$ cat src/hdl/ctmm_pkg.sv
// Package: shared constants, types and helpers for the trimmed mean / median block
`timescale 1ns / 1ps
package ctmm_pkg;
    localparam int MAX_AGENTS = 8;
    localparam int VAL_W = 32;
    localparam int CNT_W = $clog2(MAX_AGENTS + 1);
    localparam int SUM_W = VAL_W + $clog2(MAX_AGENTS);
    localparam int RANK_W = $clog2(MAX_AGENTS);
    localparam logic [1:0] REG_AGENT_COUNT = 2'd0;
    localparam logic [1:0] REG_MODE = 2'd1;
    localparam logic [1:0] REG_TRIM_COUNT = 2'd2;
    localparam logic MODE_MEDIAN = 1'b0;
    localparam logic MODE_TRIM = 1'b1;
    localparam int RECIP_W = 39;
    localparam int RECIP_SH = 38;
    localparam int RECIP_LO_W = 20;

    typedef logic signed [VAL_W-1:0] val_t;
    typedef logic signed [SUM_W-1:0] sum_t;

    typedef struct packed {
        logic [CNT_W-1:0] n;
        logic mode;
        logic [2:0] trim;
    } cfg_t;

    // select info carried per item alongside the lanes to merge
    typedef struct packed {
        logic empty;
        logic mode;
        logic [CNT_W-1:0] kept;
    } ctl_t;

    // ceil(2^RECIP_SH / d) for d = 1..8
    function automatic logic [RECIP_W-1:0] recip(input logic [CNT_W-1:0] d);
        logic [RECIP_W-1:0] r;
        case (d)
            4'd1: r = 39'd274877906944;
            4'd2: r = 39'd137438953472;
            4'd3: r = 39'd91625968982;
            4'd4: r = 39'd68719476736;
            4'd5: r = 39'd54975581389;
            4'd6: r = 39'd45812984491;
            4'd7: r = 39'd39268272421;
            4'd8: r = 39'd34359738368;
            default: r = 39'd274877906944;
        endcase
        return r;
    endfunction
endpackage

$ cat src/hdl/ctmm_lane.sv
// Lane: rank one agent value against the others and flag whether it is kept
`timescale 1ns / 1ps
module ctmm_lane (
    input  logic aclk,
    input  logic en,
    input  logic [ctmm_pkg::RANK_W-1:0] lane_idx,
    input  ctmm_pkg::val_t vals [ctmm_pkg::MAX_AGENTS],
    input  ctmm_pkg::cfg_t cfg,
    output ctmm_pkg::val_t val_q,
    output logic [ctmm_pkg::RANK_W-1:0] rank_q,
    output logic keep_q,
    output logic med_q
);
    logic [ctmm_pkg::CNT_W-1:0] rank;
    logic used;
    logic [ctmm_pkg::CNT_W-1:0] hi_lim;
    ctmm_pkg::val_t val_reg;
    logic [ctmm_pkg::RANK_W-1:0] rank_reg;
    logic keep_reg, med_reg;

    // stable rank: smaller values, or equal values at lower index, come first
    always_comb begin
        rank = '0;
        for (int j = 0; j < ctmm_pkg::MAX_AGENTS; j++) begin
            if (ctmm_pkg::CNT_W'(j) < cfg.n && ctmm_pkg::RANK_W'(j) != lane_idx) begin
                if (vals[j] < vals[lane_idx] ||
                    (vals[j] == vals[lane_idx] && ctmm_pkg::RANK_W'(j) < lane_idx))
                    rank = rank + 1'b1;
            end
        end
        used = {1'b0, lane_idx} < cfg.n;
        hi_lim = cfg.n - {{(ctmm_pkg::CNT_W-3){1'b0}}, cfg.trim};
    end

    always_ff @(posedge aclk) begin
        if (en) begin
            val_reg <= vals[lane_idx];
            rank_reg <= rank[ctmm_pkg::RANK_W-1:0];
            keep_reg <= used && rank >= {1'b0, cfg.trim} && rank < hi_lim;
            med_reg <= used && rank == (cfg.n >> 1);
        end
    end

    assign val_q = val_reg;
    assign rank_q = rank_reg;
    assign keep_q = keep_reg;
    assign med_q = med_reg;
endmodule

$ cat config.mk
export PLATFORM = sky130hd
export DESIGN_NAME = ctmm_lane
export DESIGN_NICKNAME = d
export VERILOG_FILES = /design/src/hdl/ctmm_pkg.sv /design/src/hdl/ctmm_lane.sv
export SDC_FILE = /design/constraint.sdc
export NUM_CORES = 1
export LEC_CHECK = 0
export ABC_AREA = 0
export BUFFER_PORTS_ARGS = -buffer_cell sky130_fd_sc_hd__buf_2
export CAP_MARGIN = 10
export CORE_MARGIN = 5
export CORE_UTILIZATION = 55
export DETAILED_ROUTE_END_ITERATION = 10
export GPL_TIMING_DRIVEN = 0
export HOLD_SLACK_MARGIN = 0.03
export PLACE_DENSITY = 0.84
export REMOVE_ABC_BUFFERS = 1
export SLEW_MARGIN = 5
export SYNTH_ARGS = -nofsm -noshare
export SYNTH_HDL_FRONTEND = slang
export SYNTH_SLANG_ARGS = --single-unit
$ cat constraint.sdc
create_clock -name aclk -period 11.9 [get_ports aclk]
set_input_delay 2.38 -clock aclk [delete_from_list [all_inputs] [get_ports aclk]]
set_output_delay 2.38 -clock aclk [all_outputs]
set_load 0.02 [all_outputs]
==> metrics.md <==
| Metric | Value |
|---|---|
| Run status | finished, final reports clean |
| Leakage | 0.00596 uW |
| Cts bufs inserted | 5 |
| Clock slew at reported path FFs | 60 ps |
| Crit path from | lane_idx[0] |
| Critical path class | in -> reg |
| Tightest Pin Transition | 937 ps |
| H-tree Lvls | 2 |
| RSZ-0062 raised after global routing | false |
| Vias | 10,600 |
| Maximum vdd drop | 0.0569 mV |
| Ys async rst share | 0% |
| HPWL after DPL | 30.6 mm |
| P per Cell Area | 96.7 nW/um^2 |
| Setup TNS | 0 ps |
| First-pass GRT wire length | 56.5 mm |
| Fin nets | 1,933 |
| Top cells by area, synth | ha_1 (34%), mux4_2 (14%), edfxtp_1 (11%), nand2_1 (4.3%), a21oi_1 (4.1%) |
| # Post-CTS Setup Buffers | 0 |
| Detailed Route Iter0 Violations | 921 |
| Die H | 146 um |
| I/O pins | 306 |
| Worst EP required | 12,080 ps |
| Critical Path Fanout Max | 39 |
| GR Layer Usage met1 | 42.9% |
| Final setup vio count | 0 |
| I/O Buffers | 304 |
| GR Overflow Total | 0 |
| Avg Inst Size Synth | 9.26 um^2 |
| Yosys top cell area share | 33.5% |
| Slowest cell on crit path | mux4_2 |
| Top_reg_cell synth | edfxtp_1 |
| Drt total wl | 36.5 mm |
| Slew Viols, Final | 0 |
| Fillcell total | 1,518 |
| Ys Warns | 0 |
| Antenna violations before repair | 12 |
| Wirelength per Cell | 22.3 um |
| Root buf cell | clkbuf_16 |
| Most area-hungry cell type in the Yosys netlist | ha_1 |
| Max Clk Rate | 88.6 MHz |
| Vias per cell | 6.51 |
| WP data arrival | 11,460 ps |
| Post-synth EDFFs | 37 |
| M3 GR Usage | 5.36% |
| Post-Synthesis Cell Area | 10,200 um^2 |
| Post-Synthesis Cells | 1,101 |
| CP Capture Type | flop |
| Largest net degree at the start of global routing | 55 |
| CTS tree | built |
| Final core utilization | 67.6% |
| Die Wd | 146 um |
| Share of layout cells above drive strength 1 | 29.7% |
| GRT met2 Usage | 54.1% |
| Slowest stage delay, CP | 560 ps |
| Synth-to-Final Area Change | 19.9% |
| Starting Density | 56.4% |
| Cell repeated most along the worst path | ha_1 |
| Setup crit end | keep_q |
| Period utilization | 94.8% |
| All-layer global routing usage | 33.0% |
| Min cycle time layout | 11,280 ps |
| Startpoint Class | input pin |
| Routability cong. | 0.992 |
| ANT nets after route | 0 |
| Vias in the first global route | 10,700 |
| Yosys reg bits | 37 |
| Sequential share of the synthesized area | 10.9% |
| Non-Filler Instances | 1,633 |
| Worst hold path class | in -> reg |
| Most Crowded Layer GR | met2 |
| Row count | 49 |
| Max clock buf depth | 2 |
| Worst Hold Depth | 5 |
| Post-CTS Hold Buffers | 0 |
| Distinct cell type count of the synthesized netlist | 86 |
| Placed instance count | 1,612 |
| Final hold vios | 0 |
| Worst relative slew slack | 37.5% |
| Max_cap viols | 0 |
| First-pass iteration count of the detailed router | 5 |
| Clk sink count | 37 |
| Total core area | 18,100 um^2 |
| DIE AREA | 21,400 um^2 |
| # DRC | 0 |
routing by layer:
| layer | vias up | part of all wire, % |
|---|---|---|
| met4 | 4 | 4.6 |
| met3 | 119 | 7.4 |
| met5 | - | 0.038 |
| met2 | 520 | 47 |
| met1 | 5081 | 41 |
| li1 | 4910 | - |
power by group:
group	internal, uW	switching, uW
sequential	174	4.16
clock	120	63.0
combinational	364	458
stage by stage:
step           setup slack, ps  total power [uW]  instance area [um^2]  hold WS, ps
6_report                   617              1180                 12200         2680
5_1_grt                   27.1              1290                 12200         2710
4_1_cts                   99.2              1170                 12200         2670
3_5_place_dp              -764               986                 12000         2830
3_3_place_gp             -1070               960                 11900         2820
2_1_floorplan             2120               739                 10100         2490
what timing repair did:
item	CTS	global route
setup endpoints to repair	1	1
endpoints found under the hold margin	0	0
gates resized for setup	2	6
pin swaps	0	0
critical path: cells and delay by family:
kind / cells / cell delay (ps)
AOI/OAI and AO/OA: 16 / 2840
adders and majority gates: 8 / 2340
and+or+nand+nor: 10 / 1540
muxes: 3 / 940
xor gates and xnor gates: 2 / 740
buffers and inverters: 2 / 560
sequential cells by signal, summed over array words and instances (netlist names):
| signal | flops |
|---|---|
| keep_q | 1 |
| med_q | 1 |
| rank_q | 3 |
| val_q | 32 |
worst min path at each step:
stage	end	start
global route	med_q	cfg[6]
CTS	med_q	cfg[6]
detailed placement	val_q[23]	val_q[23]
floorplan	keep_q	en
finish	keep_q	cfg[2]
global placement	keep_q	keep_q
placed cells by master, fill, tap and decap left out, types with 4 or more instances in the layout:
cell type,count
a211oi_1,5
nand2_1,116
nor2b_1,14
a21oi_1,83
or3_1,4
mux2_2,4
nand4_1,45
ha_1,273
buf_2,301
xnor3_1,4
nor3_1,17
o211ai_1,5
inv_1,69
a31oi_1,10
o21ai_0,44
nor2_1,34
a21o_1,25
nand2b_1,19
edfxtp_1,37
mux4_2,62
xor2_1,4
o21a_1,11
o31a_1,4
o31ai_1,4
nor4_1,9
clkbuf_16,5
a221oi_1,7
o22ai_1,5
and4_1,5
diode_2,13
a211o_1,6
xnor2_1,6
nand3_1,33
and2_1,36
a21boi_0,4
cell families (layout without fill, tap and decap cells):
logic type,after synthesis,count (layout),share of synthesized area [%]
other,0,13,0
muxes,68,68,14.3
DFF,37,37,10.9
xor gates and xnor gates,17,17,2.39
buffers and inverters,95,385,3.69
AOI/OAI and AO/OA,257,257,17.1
adders and majority gates,274,274,33.7
and+or+nand+nor,353,353,17.9
synth_stat cells, types with 3 or more instances:
| cell type | instances |
|---|---|
| nand3_1 | 33 |
| o21a_1 | 11 |
| inv_1 | 69 |
| xor2_1 | 4 |
| ha_1 | 273 |
| o31a_1 | 4 |
| nor2_1 | 34 |
| a211o_1 | 6 |
| nor3_1 | 17 |
| xnor2_1 | 6 |
| o31ai_1 | 4 |
| o211ai_1 | 5 |
| a221oi_1 | 8 |
| nand2b_1 | 19 |
| or3_1 | 4 |
| and4_1 | 5 |
| o211a_1 | 3 |
| xnor3_1 | 4 |
| a21o_1 | 25 |
| nand4_1 | 45 |
| mux4_2 | 62 |
| o21ai_0 | 44 |
| mux2_2 | 4 |
| a21oi_1 | 83 |
| clkbuf_1 | 14 |
| edfxtp_1 | 37 |
| a211oi_1 | 6 |
| nand2_1 | 116 |
| a22oi_1 | 3 |
| nor4_1 | 9 |
| and2_1 | 36 |
| nor2b_1 | 14 |
| a31oi_1 | 10 |
| buf_1 | 9 |
| a21boi_0 | 4 |
| o22ai_1 | 5 |
cell type report:
cell class	instances	area [um^2]	area share, %
clock buffer	5	125	1.02
multi-input combinational	969	8720	71.3
antenna	13	32.5	0.266
clock inverter	3	65.1	0.532
tap	229	287	2.34
sequential	37	1110	9.09
inverter	70	265	2.17
timing repair buffer	307	1620	13.3
No activity file was read; power rests on OpenSTA's default activity.
