File: config.mk
export PLATFORM = sky130hd
export DESIGN_NAME = ctmm_merge
export DESIGN_NICKNAME = d
export VERILOG_FILES = /design/src/hdl/ctmm_pkg.sv /design/src/hdl/ctmm_merge.sv
export SDC_FILE = /design/constraint.sdc
export NUM_CORES = 2
export LEC_CHECK = 0
export BUFFER_PORTS_ARGS = -buffer_cell sky130_fd_sc_hd__buf_2
export CELL_PAD_IN_SITES_DETAIL_PLACEMENT = 1
export CELL_PAD_IN_SITES_GLOBAL_PLACEMENT = 1
export CORE_ASPECT_RATIO = 0.8
export CORE_UTILIZATION = 55
export CTS_BUF_LIST = sky130_fd_sc_hd__clkbuf_8
export DETAILED_ROUTE_END_ITERATION = 16
export PLACE_DENSITY = 0.95
export SYNTH_ARGS = -nofsm -noshare
export SYNTH_HDL_FRONTEND = slang
export SYNTH_SLANG_ARGS = --single-unit
File: constraint.sdc
create_clock -name aclk -period 30.2 [get_ports aclk]
set_clock_uncertainty 0.2 [all_clocks]
set_input_delay 3.02 -clock aclk [delete_from_list [all_inputs] [get_ports aclk]]
set_output_delay 3.02 -clock aclk [all_outputs]
set_load 0.02 [all_outputs]
File: src/hdl/ctmm_pkg.sv
// Package: shared constants, types and helpers for the trimmed mean / median block
`timescale 1ns / 1ps
package ctmm_pkg;
    localparam int MAX_AGENTS = 8;
    localparam int VAL_W = 32;
    localparam int CNT_W = $clog2(MAX_AGENTS + 1);
    localparam int SUM_W = VAL_W + $clog2(MAX_AGENTS);
    localparam int RANK_W = $clog2(MAX_AGENTS);
    localparam logic [1:0] REG_AGENT_COUNT = 2'd0;
    localparam logic [1:0] REG_MODE = 2'd1;
    localparam logic [1:0] REG_TRIM_COUNT = 2'd2;
    localparam logic MODE_MEDIAN = 1'b0;
    localparam logic MODE_TRIM = 1'b1;
    localparam int RECIP_W = 39;
    localparam int RECIP_SH = 38;
    localparam int RECIP_LO_W = 20;

    typedef logic signed [VAL_W-1:0] val_t;
    typedef logic signed [SUM_W-1:0] sum_t;

    typedef struct packed {
        logic [CNT_W-1:0] n;
        logic mode;
        logic [2:0] trim;
    } cfg_t;

    // select info carried per item alongside the lanes to merge
    typedef struct packed {
        logic empty;
        logic mode;
        logic [CNT_W-1:0] kept;
    } ctl_t;

    // ceil(2^RECIP_SH / d) for d = 1..8
    function automatic logic [RECIP_W-1:0] recip(input logic [CNT_W-1:0] d);
        logic [RECIP_W-1:0] r;
        case (d)
            4'd1: r = 39'd274877906944;
            4'd2: r = 39'd137438953472;
            4'd3: r = 39'd91625968982;
            4'd4: r = 39'd68719476736;
            4'd5: r = 39'd54975581389;
            4'd6: r = 39'd45812984491;
            4'd7: r = 39'd39268272421;
            4'd8: r = 39'd34359738368;
            default: r = 39'd274877906944;
        endcase
        return r;
    endfunction
endpackage

File: src/hdl/ctmm_merge.sv
// Merge: sum kept lanes and divide by kept count, or pick the median lane; empty gives zero
`timescale 1ns / 1ps
module ctmm_merge (
    input  logic aclk,
    input  logic en1,
    input  logic en2,
    input  logic en3,
    input  ctmm_pkg::val_t val_q [ctmm_pkg::MAX_AGENTS],
    input  logic [ctmm_pkg::MAX_AGENTS-1:0] keep_q,
    input  logic [ctmm_pkg::MAX_AGENTS-1:0] med_q,
    input  ctmm_pkg::ctl_t ctl_in,
    output ctmm_pkg::val_t aggregate,
    output logic empty_after_trim
);
    ctmm_pkg::sum_t sum_c, sum_reg;
    ctmm_pkg::val_t med_c, med_reg, med2_reg;
    ctmm_pkg::ctl_t ctl_reg, ctl2_reg;
    logic [ctmm_pkg::SUM_W-1:0] mag;
    logic [ctmm_pkg::RECIP_W-1:0] rcp;
    logic [ctmm_pkg::SUM_W+ctmm_pkg::RECIP_LO_W-1:0] plo_reg;
    logic [ctmm_pkg::SUM_W+ctmm_pkg::RECIP_W-ctmm_pkg::RECIP_LO_W-1:0] phi_reg;
    logic neg_reg;
    logic [ctmm_pkg::SUM_W+ctmm_pkg::RECIP_W-1:0] prod;
    logic [ctmm_pkg::SUM_W-1:0] q;
    ctmm_pkg::val_t res;
    ctmm_pkg::val_t agg_reg;
    logic empty_reg;

    always_comb begin
        sum_c = '0;
        med_c = '0;
        for (int i = 0; i < ctmm_pkg::MAX_AGENTS; i++) begin
            if (keep_q[i]) sum_c = sum_c + ctmm_pkg::SUM_W'(val_q[i]);
            if (med_q[i]) med_c = val_q[i];
        end
    end

    always_ff @(posedge aclk) begin
        if (en1) begin
            sum_reg <= sum_c;
            med_reg <= med_c;
            ctl_reg <= ctl_in;
        end
    end

    // magnitude times reciprocal, exact for |sum| < 2^35 and divisor <= 8
    always_comb begin
        mag = sum_reg[ctmm_pkg::SUM_W-1] ? -sum_reg : sum_reg;
        rcp = ctmm_pkg::recip(ctl_reg.kept);
    end

    always_ff @(posedge aclk) begin
        if (en2) begin
            plo_reg <= mag * rcp[ctmm_pkg::RECIP_LO_W-1:0];
            phi_reg <= mag * rcp[ctmm_pkg::RECIP_W-1:ctmm_pkg::RECIP_LO_W];
            neg_reg <= sum_reg[ctmm_pkg::SUM_W-1];
            med2_reg <= med_reg;
            ctl2_reg <= ctl_reg;
        end
    end

    always_comb begin
        prod = {{(ctmm_pkg::RECIP_W-ctmm_pkg::RECIP_LO_W){1'b0}}, plo_reg} +
               {phi_reg, {ctmm_pkg::RECIP_LO_W{1'b0}}};
        q = prod[ctmm_pkg::RECIP_SH +: ctmm_pkg::SUM_W];
        if (neg_reg) q = -q;
        if (ctl2_reg.empty) res = '0;
        else if (ctl2_reg.mode == ctmm_pkg::MODE_MEDIAN) res = med2_reg;
        else res = q[ctmm_pkg::VAL_W-1:0];
    end

    always_ff @(posedge aclk) begin
        if (en3) begin
            agg_reg <= res;
            empty_reg <= ctl2_reg.empty;
        end
    end

    assign aggregate = agg_reg;
    assign empty_after_trim = empty_reg;
endmodule

==> summary.txt <==
Yosys
  • Seq/Total Area, Yosys: 0.111
  • Post-Syn Instances: between 6k and 7k
  • Post-Syn Area: between 60000 and 70000 sq um
  • Ys Warns: 0
  • Synth unique cells: between 90 and 100
  • Top FF cell, synth: edfxtp_1
  • Post-Syn Area per Cell: approximately 9 sq um
  • Yosys reg bits: 239
  • Post-synth ARST share: 0
  • Syn nets: about 8.9k
  • EDFF count, synth: 226

Floorplan
  • Initial Util: 0.559
  • Total die area: 117000 sq um
  • Die height: 306 microns
  • Num ports: ~320
  • Core ar.: approximately 110000 sq um
  • Row count: 110
  • Die X: ~380 microns

CTS
  • Clock root cell: clkbuf_8
  • PostCTS Resize Cnt: 0
  • Clock Latency Late Sink: 790 ps
  • CTS tree: built
  • Clock Pin Slew Worst Setup and Hold Paths: approximately 60 ps
  • Clk sinks: about 240
  • Clock tree buffer depth: 3
  • Post-CTS Hold Fix Bufs: 0
  • H-Tree Depth: 2
  • Setup Buffers After CTS: 0
  • Inserted Clock Buffers: 43

Global routing
  • Pin count of the biggest net entering global routing: 76
  • GR Util All Layers: 0.498
  • GRT Residual Overflow: 0
  • Initial antenna violation count: 82
  • First-pass GRT wire length: 420000 microns
  • Number of global-route vias before repair: 62.0k

Cells and area
  • Reg area: slightly above 7000 sq um
  • Largest register FFs: 50
  • Fillers: roughly 13k
  • Area of the multi-input gates: 50600 sq um
  • Fraction of layout cells with a size suffix above 1: 0.0850
  • Fin nets: 9104
  • Area delta synth->final: 6.66%

Worst hold path
  • Hold depth: 0
  • Worst Hold Class: register to register
  • Hold EP: med2_reg[29]
  • Hold path startpoint: med_reg[29]

Timing
  • Final Cycle Share: 0.604
  • Crit path time final: ~18000 ps
  • Slew Limit Fails: 0
  • Setup total negative slack: 0 ps
  • RSZ-0062 raised after global routing: false
  • Worst-Margin Slew: 1460 ps
  • Rel. slew slack: 0.0207
  • Final setup viols: 0
  • Achievable clock frequency: 54.8 MHz
  • Hold Fails Final Rpt: 0

Place
  • Gpl congestion: between 1 and 1.5
  • Port buffer count: 314
  • DP Wirelength: 247000 microns

Route
  • Via count: 59.3k
  • # DRC: 0
  • DR iter-0 viols: 8334
  • DRT Wirelength: between 200000 and 300000 microns
  • Drt wl/cell: 33.3 microns
  • Routed Antenna Nets: 0
  • 1st-pass router iterations: 9
  • Vias per std cell: 6.75

Critical path
  • CP most frequent cell: ha_1
  • Reg2reg path depth: 33
  • Critical R2R Launch: sum_reg[3]
  • Setup CP Type: input port to register
  • Crit start category: input port
  • FF-to-FF setup slack: 16900 ps
  • Worst path arrival time: 18550 ps
  • CP max stage delay: 750 ps
  • Required time worst endpoint: between 30000 and 40000 ps
  • RR Endpoint: plo_reg[49]
  • Crit. End Element: register
  • Worst Path Max Fanout: 52
  • Slowest CP cell: a2111oi_0

Outcome
  • Outcome: finished clean

Run
  • Max Cap Viol: 0
cells in the mapped netlist (17+ instances only):
cell type | n | area, sq um
o21a_1 | 61 | 458
nand3_1 | 84 | 420
o31ai_1 | 32 | 240
nor2_1 | 385 | 1450
nor3_1 | 64 | 320
and4_1 | 20 | 175
nand2_1 | 590 | 2210
ha_1 | 553 | 6920
buf_1 | 21 | 78.8
nor2b_1 | 36 | 225
xor2_1 | 122 | 1070
o21bai_1 | 48 | 360
a21oi_1 | 442 | 2210
edfxtp_1 | 226 | 6790
mux2_2 | 88 | 991
o21ai_0 | 260 | 1300
a31oi_1 | 47 | 294
fa_1 | 1084 | 21700
a21boi_0 | 21 | 158
a211oi_1 | 55 | 413
and2_1 | 288 | 1800
o211ai_1 | 30 | 225
or3_1 | 35 | 219
clkbuf_1 | 200 | 751
xnor2_1 | 234 | 2050
and3_1 | 35 | 219
a21o_1 | 171 | 1280
inv_1 | 1307 | 4910
nand2b_1 | 46 | 288
nand4_1 | 33 | 206
mux2i_1 | 68 | 681
o221ai_1 | 17 | 149
cell type report:
| type | count | area share |
|---|---|---|
| antenna | 58 | 0.00215 |
| clock buffer | 44 | 0.00897 |
| clock inverter | 31 | 0.00348 |
| inverter | 1311 | 0.0729 |
| multi-input combinational | 5214 | 0.750 |
| sequential | 239 | 0.105 |
| tap | 1512 | 0.0280 |
| timing repair buffer | 376 | 0.0302 |
cells by family (layout without fill, tap and decap cells):
family,count (synthesis),in the layout,synth area share
simple gates,1685,1685,0.127
fa+ha+maj,1637,1637,0.452
buf+inv,1537,1762,0.0915
compound gates,1372,1372,0.140
xor+xnor,359,359,0.0503
flops,239,239,0.111
mux,161,161,0.0276
other cells,0,58,0
metrics by stage:
step | cell area, sq um | std cells | util | worst slack [ps] | hold slack (ps)
final | 67500 | 8785 | 0.596 | 11970 | 152
after global routing | 67500 | 8758 | 0.596 | 10960 | 174
after CTS | 67400 | 8727 | 0.595 | 12470 | 162
after detailed placement | 66600 | 8652 | 0.588 | 11740 | 209
after global placement | 66600 | 8652 | 0.588 | 12240 | 202
after floorplan | 63300 | 6990 | - | 14100 | 200
critical path, delay by kind of cell:
family / cells / cell delay [ps]
buffers and inverters: 3 / 900
xor gates and xnor gates: 7 / 1500
and+or+nand+nor: 12 / 2710
AOI/OAI and AO/OA: 22 / 6800
adders and majority gates: 8 / 2670
muxes: 4 / 920
placed cells by master (no fill, tap or decap), types with 84 or more instances in the layout:
cell / synthesis / routed
a21o_1: 171 / 171
a21oi_1: 442 / 442
and2_1: 288 / 288
buf_2: 1 / 312
edfxtp_1: 226 / 226
fa_1: 1084 / 1084
ha_1: 553 / 553
inv_1: 1307 / 1321
mux2_2: 88 / 88
nand2_1: 590 / 590
nand3_1: 84 / 84
nor2_1: 385 / 385
o21ai_0: 260 / 254
xnor2_1: 234 / 216
xor2_1: 122 / 120
routing by layer:
| layer | GRT usage | up-vias | share of wire |
|---|---|---|---|
| li1 | - | 23300 | - |
| met1 | 0.629 | 29700 | 0.37 |
| met2 | 0.683 | 5076 | 0.40 |
| met3 | 0.294 | 1173 | 0.18 |
| met4 | 0.196 | 76 | 0.049 |
| met5 | 0.0601 | - | 0.0061 |
how the worst max path moves through the flow:
| stage | start | end | slack (ps) |
|---|---|---|---|
| after global placement | keep_q[0] | sum_reg[34] | 12240 |
| after floorplan | keep_q[0] | sum_reg[34] | 14100 |
| final | keep_q[0] | sum_reg[34] | 11970 |
| after detailed placement | keep_q[0] | sum_reg[34] | 11740 |
| after global routing | keep_q[0] | sum_reg[34] | 10960 |
| after CTS | keep_q[0] | sum_reg[34] | 12470 |
Power is left out: the tool's default activity adds up to more than one toggle a clock period on the data nets, which glitch-free logic cannot reach.
